### src/hw/rtl/longest_prefix_match_trie_macros.svh
// Assertion macros shared by the RTL that checks itself.
`ifndef LONGEST_PREFIX_MATCH_TRIE_MACROS_SVH
`define LONGEST_PREFIX_MATCH_TRIE_MACROS_SVH

// Same-cycle implication under the block clock and reset.
`define LPM_ASSERT_IMP(lbl, ante, cons, msg) \
lbl: assert property (@(posedge clk) disable iff (!rst_n) (ante) |-> (cons)) else $error(msg);

// Next-cycle implication under the block clock and reset.
`define LPM_ASSERT_NXT(lbl, ante, cons, msg) \
lbl: assert property (@(posedge clk) disable iff (!rst_n) (ante) |=> (cons)) else $error(msg);

`endif

### src/hw/rtl/lpm_pkg.sv
`default_nettype none

package lpm_pkg;

    localparam int KEY_BITS       = 128;
    localparam int IPV4_BITS      = 32;
    localparam int NODES_DEF      = 1024;
    localparam int ADDR_BITS_DEF  = 128;
    localparam int ROUTE_BITS_DEF = 16;

    localparam logic CMD_INSERT = 1'b0;
    localparam logic CMD_LOOKUP = 1'b1;

    // Field write enables of the node store.
    typedef struct packed {
        logic skip;
        logic c0;
        logic c1;
        logic route;
    } wr_en_t;

    // Commands to the bit-serial key and skip shifter.
    typedef struct packed {
        logic load_key;
        logic load_skip;
        logic shift_key;
        logic shift_skip;
    } shift_cmd_t;

    // Keeps the top c bits of a left-aligned value and clears the rest.
    function automatic logic [KEY_BITS-1:0] keep_top(input logic [KEY_BITS-1:0] v,
                                                     input logic [7:0] c);
        logic [KEY_BITS-1:0] r;
        r = '0;
        for (int i = 0; i < KEY_BITS; i++) begin
            if (8'(i) < c)
            begin
                r[KEY_BITS-1-i] = v[KEY_BITS-1-i];
            end
        end
        return r;
    endfunction

endpackage

`default_nettype wire

### src/hw/rtl/lpm_shift.sv
`default_nettype none

// Bit-serial comparator: the key and the node's skip bits each shift left one
// bit a cycle while their shift command is set, so the bits under test are always the top ones.
module lpm_shift (
    input  wire logic                          clk,
    input  wire lpm_pkg::shift_cmd_t           cmd,
    input  wire logic [lpm_pkg::KEY_BITS-1:0]  key_in,
    input  wire logic [lpm_pkg::KEY_BITS-1:0]  skip_in,
    output logic      [lpm_pkg::KEY_BITS-1:0]  key,
    output logic      [lpm_pkg::KEY_BITS-1:0]  skip,
    output logic                               key_bit,
    output logic                               mismatch
);

    logic [lpm_pkg::KEY_BITS-1:0] key_reg;
    logic [lpm_pkg::KEY_BITS-1:0] skip_reg;

    always_ff @(posedge clk)
    begin
        if (cmd.load_key)
        begin
            key_reg <= key_in;
        end
        else if (cmd.shift_key)
        begin
            key_reg <= {key_reg[lpm_pkg::KEY_BITS-2:0], 1'b0};
        end
        if (cmd.load_skip)
        begin
            skip_reg <= skip_in;
        end
        else if (cmd.shift_skip)
        begin
            skip_reg <= {skip_reg[lpm_pkg::KEY_BITS-2:0], 1'b0};
        end
    end

    assign key      = key_reg;
    assign skip     = skip_reg;
    assign key_bit  = key_reg[lpm_pkg::KEY_BITS-1];
    assign mismatch = key_reg[lpm_pkg::KEY_BITS-1] ^ skip_reg[lpm_pkg::KEY_BITS-1];

endmodule

`default_nettype wire

### config.mk
export PLATFORM = sky130hd
export DESIGN_NAME = lpm_shift
export DESIGN_NICKNAME = d
export VERILOG_FILES = /design/src/hw/rtl/longest_prefix_match_trie_macros.svh /design/src/hw/rtl/lpm_pkg.sv /design/src/hw/rtl/lpm_shift.sv
export SDC_FILE = /design/constraint.sdc
export NUM_CORES = 1
export LEC_CHECK = 0
export BUFFER_PORTS_ARGS = -buffer_cell sky130_fd_sc_hd__buf_4
export CORE_AREA = 4 4 198 200
export CTS_CLUSTER_SIZE = 16
export DETAILED_ROUTE_END_ITERATION = 6
export DIE_AREA = 0 0 202 204
export PLACE_DENSITY = 0.53
export SLEW_MARGIN = 20
export SYNTH_ARGS = -nofsm -noshare
export SYNTH_HDL_FRONTEND = slang
export SYNTH_SLANG_ARGS = --single-unit
### constraint.sdc
create_clock -name clk -period 7.55 [get_ports clk]
set_input_delay 1.1325 -clock clk [delete_from_list [all_inputs] [get_ports clk]]
set_output_delay 1.1325 -clock clk [all_outputs]
set_load 0.02 [all_outputs]
-- Yosys cells after proc, flatten, opt, wreduce, memory -nomap -nowiden
Index checks and enable logic that the tools add are counted.
- add/sub/neg operators: 0
- $mul: 0
- div/mod/pow operators: 0
- $lt $le $gt $ge: 0
- equal/unequal tests: 0
- shift-type cells: 0
- mux-type cells: 4
- bitwise logic cells: 1
- reduce and logical (&&, ||, !) cells: 2
- operators by type and width (operator ; count):
    128-bit 2-to-1 mux ; 4
    2-bit nonzero test ; 2
    1-bit XOR ; 1
- bits in registers: 256
- latch bits: 0
- RAM bits: 0
- ROM bits: 0
- input bits: 261
- output and inout port bits: 258
- logic and storage cells: 9
- memories kept: 0

-- Depth between registers and ports, before layout
Gate-level depths: netlist (run 1).
- depth after elaboration: 2
- depth in mapped cells: 3
- mapped depth without buffers: 1

-- Worst setup path before layout (run 1)
No wires, ideal clock.
- kind: input-to-reg
- start point: in cmd[3] (netlist bit)
- end point: reg key_reg (netlist bit key[0]) (enable)
- setup time: 0.433 ns
- data arrival time: 2.976 ns
- data required time: 7.117 ns
- setup slack: 4.140 ns
- cell stages on the path: 3
- path buffers: 2
- cells stage by stage: buf_6 > buf_6 > or2_2
- cells in the longest elaborated chain, start to end: 1
- RTL lines (item ; line ; text):
    start: declaration ; lpm_shift.sv:7 ; input wire lpm_pkg::shift_cmd_t cmd,
    2-bit nonzero test (no line) ; -- ;
    end signal: assignment ; lpm_shift.sv:23 ; key_reg <= key_in;
    end signal: assignment ; lpm_shift.sv:27 ; key_reg <= {key_reg[lpm_pkg::KEY_BITS-2:0], 1'b0};
    end: declaration ; lpm_shift.sv:16 ; logic [lpm_pkg::KEY_BITS-1:0] key_reg;
No other way between the ends.
A chain may end at the register's enable or synchronous reset.

-- Worst setup path in the final report (run 1)
- start point: in cmd[3] (netlist bit)
- end point: reg key_reg (netlist bit key[41]) (enable)
Same word-level chain as after synthesis.

==> reports/qor.yml, run 1 <==
power_density_nw_per_um2: 246.7
stdcell_area_um2: 16050
hpwl_mm: 26.63
area_delta_synth_final_pct: 47.37
vdd_ir_drop_max_uv: 184.6
drive_above_1_share_pct: 74.77
cts_tree: "done"
setup_tns_ns: 0
clock-root-buffer: "clkbuf_16"
ys_types: 8
clock_skew_ns: 0.03043
antenna_found_initial: 3
syn-cell-area_um2: 10890
synth-edff-count: 256
portBuffers: 518
fp.dieW_um: 202
grt_pass1_vias: 7667
routed_wl_mm: 34.99
cp.arrival_ns: 3.41
fin_crit_sh_pct: 42.66
antenna_left: 0
cp-start-kind: "primary input"
yosys.area_share.xor_xnor_pct: 0.08041
dieArea_um2: 41210
cts.hold.buffers_added: 0
yosys.area.top_type_share_pct: 70.58
dr.first_iter.drc_count: 297
critPathMaxFanout: 68
met1_usage_pct: 17.92
fin_crit_ns: 3.221
cts_sinks: 256
dpl_cell_area_um2: 15150
ioPinCount: 519
clockBufferDepth: 3
hold_end: "skip[1]$_DFFE_PP_"
synth_top_family_by_area: "multiplexers"
synth.most_common_cell: "edfxtp_1"
crit_type: "in2reg"
clk_pin_slew_worst_paths_ns: 0.06
cts_made_buffers: 31
worst-r2r-cell-count: 1
holdWs_ns: 0.5603
r2r_end: "skip[124]$_DFFE_PP_"
synth_seq_cells: 256
vias: 7104
p_total_mw: 3.961
top_usage_layer: "met2"
synth_compound_area_share_pct: 0
hold_viol: 0
crit_required_ns: 7.74
viasPerCell: 4.429
ctsResizeCount: 0
die_h_um: 204
ff2ff_setup_slack_ns: 6.52
outcome: "complete, no violations"
drtPass1Iterations: 4
gr-total-overflow: 0
end_kind: "flip-flop"
num_rows: 71
htreeDepth: 1
grt_max_degree: 78
drv_cap: 0
async_flop_share_pct: 0
initial_core_util_pct: 29.12
syn-num-nets: 805
synth_mux_area_share_pct: 26.26
tightest_slew_ns: 1.052
use_met2_pct: 27.30
fmax_mhz: 310.5
rsz0062_at_grt: "false"
netlist_instances: 544
synth-simple-area-share_pct: 0.2298
hold_start: "skip[0]$_SDFFCE_PN0P_"
core_um2: 37400
post-cts-setup-buffer-count: 0
fillers: 3441
slew_headroom_pct: 29.88
leakagePower_nw: 6.572
worstReg2RegStart: "skip[123]$_DFFE_PP_"
yosys.area_share.adder_pct: 0
met3_usage_pct: 8.331
grt.total_usage_pct: 15.94
slew_viol_final: 0
yosys.area.top_type: "edfxtp_1"
nets: 1332
synth_area_per_cell_um2: 20.02
ys_top_cells_by_area: "edfxtp_1, mux2_2, buf_6"
yosysWarnings: 0
wl_per_cell_um: 21.81
insertion_delay_ns: 0.57
grt_first_pass_wirelength_mm: 50.16
route.detailed.drc: 0
synth-seq-area-share_pct: 70.58
synth_ff_type: "edfxtp_1"
hold_path_class: "reg2reg"
finalSetupViolCount: 0
hold_depth: 1
gp_congestion: 0.7796
synth_common_cells: "edfxtp_1, mux2_2, buf_6"
==> power by group <==
part           total (mW)  switching [mW]  internal (mW)
sequential           1.85          0.0914           1.76
clock                1.35           0.570          0.777
combinational       0.763           0.380          0.383
total                3.96            1.04           2.92
==> worst max path at each step <==
| stage | from | endpoint | depth (start not counted) |
|---|---|---|---|
| final | cmd[3] | key[41]$_DFFE_PP_ | 3 |
| after detailed placement | cmd[3] | key[51]$_DFFE_PP_ | 3 |
| after global routing | cmd[3] | key[41]$_DFFE_PP_ | 3 |
| after CTS | cmd[3] | key[45]$_DFFE_PP_ | 3 |
| after floorplan | cmd[3] | key[0]$_SDFFCE_PN0P_ | 3 |
| after global placement | cmd[3] | key[70]$_DFFE_PP_ | 3 |
==> cell type report <==
| class | count | area [um2] | area share, % |
|---|---|---|---|
| sequential | 256 | 7687 | 47.89 |
| timing repair buffer | 523 | 3926 | 24.46 |
| multi-input combinational | 259 | 2899 | 18.06 |
| clock buffer | 39 | 805.8 | 5.020 |
| tap | 511 | 639.4 | 3.983 |
| clock inverter | 13 | 86.33 | 0.5378 |
| antenna | 3 | 7.507 | 0.04677 |
==> metrics by stage <==
stage | setup slack, ns | utilization, % | std cells
after detailed placement | 3.727 | 40.51 | 1549
final | 4.329 | 42.92 | 1604
after CTS | 4.343 | 42.90 | 1601
after global placement | 3.667 | 40.51 | 1549
after global routing | 4.169 | 42.91 | 1603
after floorplan | 4.140 | - | 544
==> kinds of logic (layout without fill, tap and decap cells) <==
family | after synthesis | count (layout)
flip-flops | 256 | 256
multiplexers | 254 | 254
buffers and inverters | 29 | 575
AND/OR/NAND/NOR | 4 | 4
XOR/XNOR | 1 | 1
other | 0 | 3
==> layer usage <==
metal	wire length [um]	share of wire, %
met2	17350	50
met5	0	0
met1	12780	37
met3	4289	12
met4	569	1.6
==> critical path, stage by stage <==
cell	delay, ns
buf_4	0.52
or2_4	0.81
buf_4	0.81
==> cell usage in the layout (no fill, tap or decap) <==
| cell | instances |
|---|---|
| buf_4 | 523 |
| edfxtp_1 | 256 |
| mux2_2 | 254 |
| clkbuf_16 | 31 |
| clkbuf_1 | 8 |
| clkinv_1 | 8 |
| diode_2 | 3 |
| or2_4 | 2 |
| and2_1 | 2 |
| clkinv_2 | 2 |
| xor2_1 | 1 |
| inv_6 | 1 |
| clkinvlp_4 | 1 |
| bufinv_16 | 1 |
Power figures use the tool's default switching activity.
==> run 2, diff against run 1 <==
- clock period: 7.55 -> 3.3 ns (I/O delays scaled with it)
==> reports/qor.yml, run 2 (synthesized netlist as in run 1, its figures left out) <==
outcome: "complete, no violations"
grt_pass1_vias: 7633
leakagePower_nw: 6.612
insertion_delay_ns: 0.56
multi_input_comb_area_um2: 2899
fin_crit_sh_pct: 54.08
worst-path-buf-inv: 1
cts_made_buffers: 31
clockBufferDepth: 3
num_rows: 71
final_core_utilization_pct: 43.11
vias: 7096
finalSetupViolCount: 0
fmax_mhz: 560.3
die_h_um: 204
clock-root-buffer: "clkbuf_16"
critPathSlowestCell: "edfxtp_1"
fin_crit_ns: 1.785
cts_sinks: 256
ctsResizeCount: 0
core_um2: 37400
vdd_ir_drop_max_uv: 429.1
tightest_slew_ns: 0.7341
gp_congestion: 0.7696
slew_headroom_pct: 51.06
hpwl_mm: 26.38
nets: 1334
path_depth: 2
htreeDepth: 1
worst-r2r-cell-count: 1
p_total_mw: 9.043
initial_core_util_pct: 29.12
final_common_cell: "buf_4"
cpLargestDelayFamily: "flip-flops"
viasPerCell: 4.432
cts.hold.buffers_added: 0
cp.arrival_ns: 1.29
slew_viol_final: 0
drtPass1Iterations: 4
drive_above_1_share_pct: 75.02
drv_cap: 0
fp.dieW_um: 202
grt_first_pass_wirelength_mm: 50.05
final-seq-area_um2: 7687
clk_pin_slew_worst_paths_ns: 0.05
rsz0062_at_grt: "false"
instances_no_fill: 1601
cp-start-kind: "flip-flop"
end_kind: "primary output"
fin_ws_ns: 1.515
antenna_left: 0
hold_path_class: "in2reg"
routed_wl_mm: 34.85
cts_tree: "done"
area_delta_synth_final_pct: 48.03
fillers: 3435
crit_required_ns: 2.80
dr.first_iter.drc_count: 266
power_density_nw_per_um2: 560.9
gr-total-overflow: 0
hold_depth: 2
clock_skew_ns: 0.01587
wl_per_cell_um: 21.76
path_cells: "xor2_1 > buf_4"
crit_type: "reg2out"
grt.total_usage_pct: 15.92
route.detailed.drc: 0
portBuffers: 518
dieArea_um2: 41210
post-cts-setup-buffer-count: 0
dpl.cell_count: 1551
antenna_found_initial: 2
cpPeakStageDelay_ns: 0.41
layout_common_cells: "buf_4, edfxtp_1, mux2_2"
grt_max_degree: 129
hold_viol: 0
critPathMaxFanout: 2
setup_tns_ns: 0
post-place-ws_ns: 1.420
ioPinCount: 519
==> run 2: metrics by stage <==
step	hold slack [ns]	cell area, um2
2_1_floorplan	0.6988	10890
3_3_place_gp	0.5597	15240
3_5_place_dp	0.5640	15240
4_1_cts	0.1863	16120
5_1_grt	0.2042	16120
6_report	0.2265	16120
==> run 2: area by class of cell <==
cell class,count,share of cell area [%]
Tap cell,511,3.966
Clock buffer,38,4.974
Timing Repair Buffer,525,24.91
Multi-Input combinational cell,259,17.98
Antenna cell,1,0.01552
Clock inverter,11,0.4734
Sequential cell,256,47.68
==> run 2: report_power, final <==
part / internal, mW / leakage (nW) / switching, mW
clock: 1.77 / 0.430 / 1.28
combinational: 0.888 / 3.57 / 0.867
sequential: 4.02 / 2.61 / 0.213
==> run 2: per-layer routing <==
| metal | wire, um | vias up | GRT usage (%) |
|---|---|---|---|
| li1 | - | 3219 | - |
| met1 | 12710 | 3486 | 18.11 |
| met2 | 17340 | 353 | 27.31 |
| met3 | 4181 | 36 | 7.966 |
| met4 | 592 | 2 | 3.076 |
| met5 | 13 | - | 0 |
==> run 2: final timing paths <==
path | startpoint | to | slack (ns)
max | skip[127]$_DFFE_PP_ | mismatch | 1.52
min reg2reg | skip[8]$_DFFE_PP_ | skip[9]$_DFFE_PP_ | 0.58
max reg2reg | key[89]$_DFFE_PP_ | key[90]$_DFFE_PP_ | 2.27
min | key_in[0] | key[0]$_SDFFCE_PN0P_ | 0.23
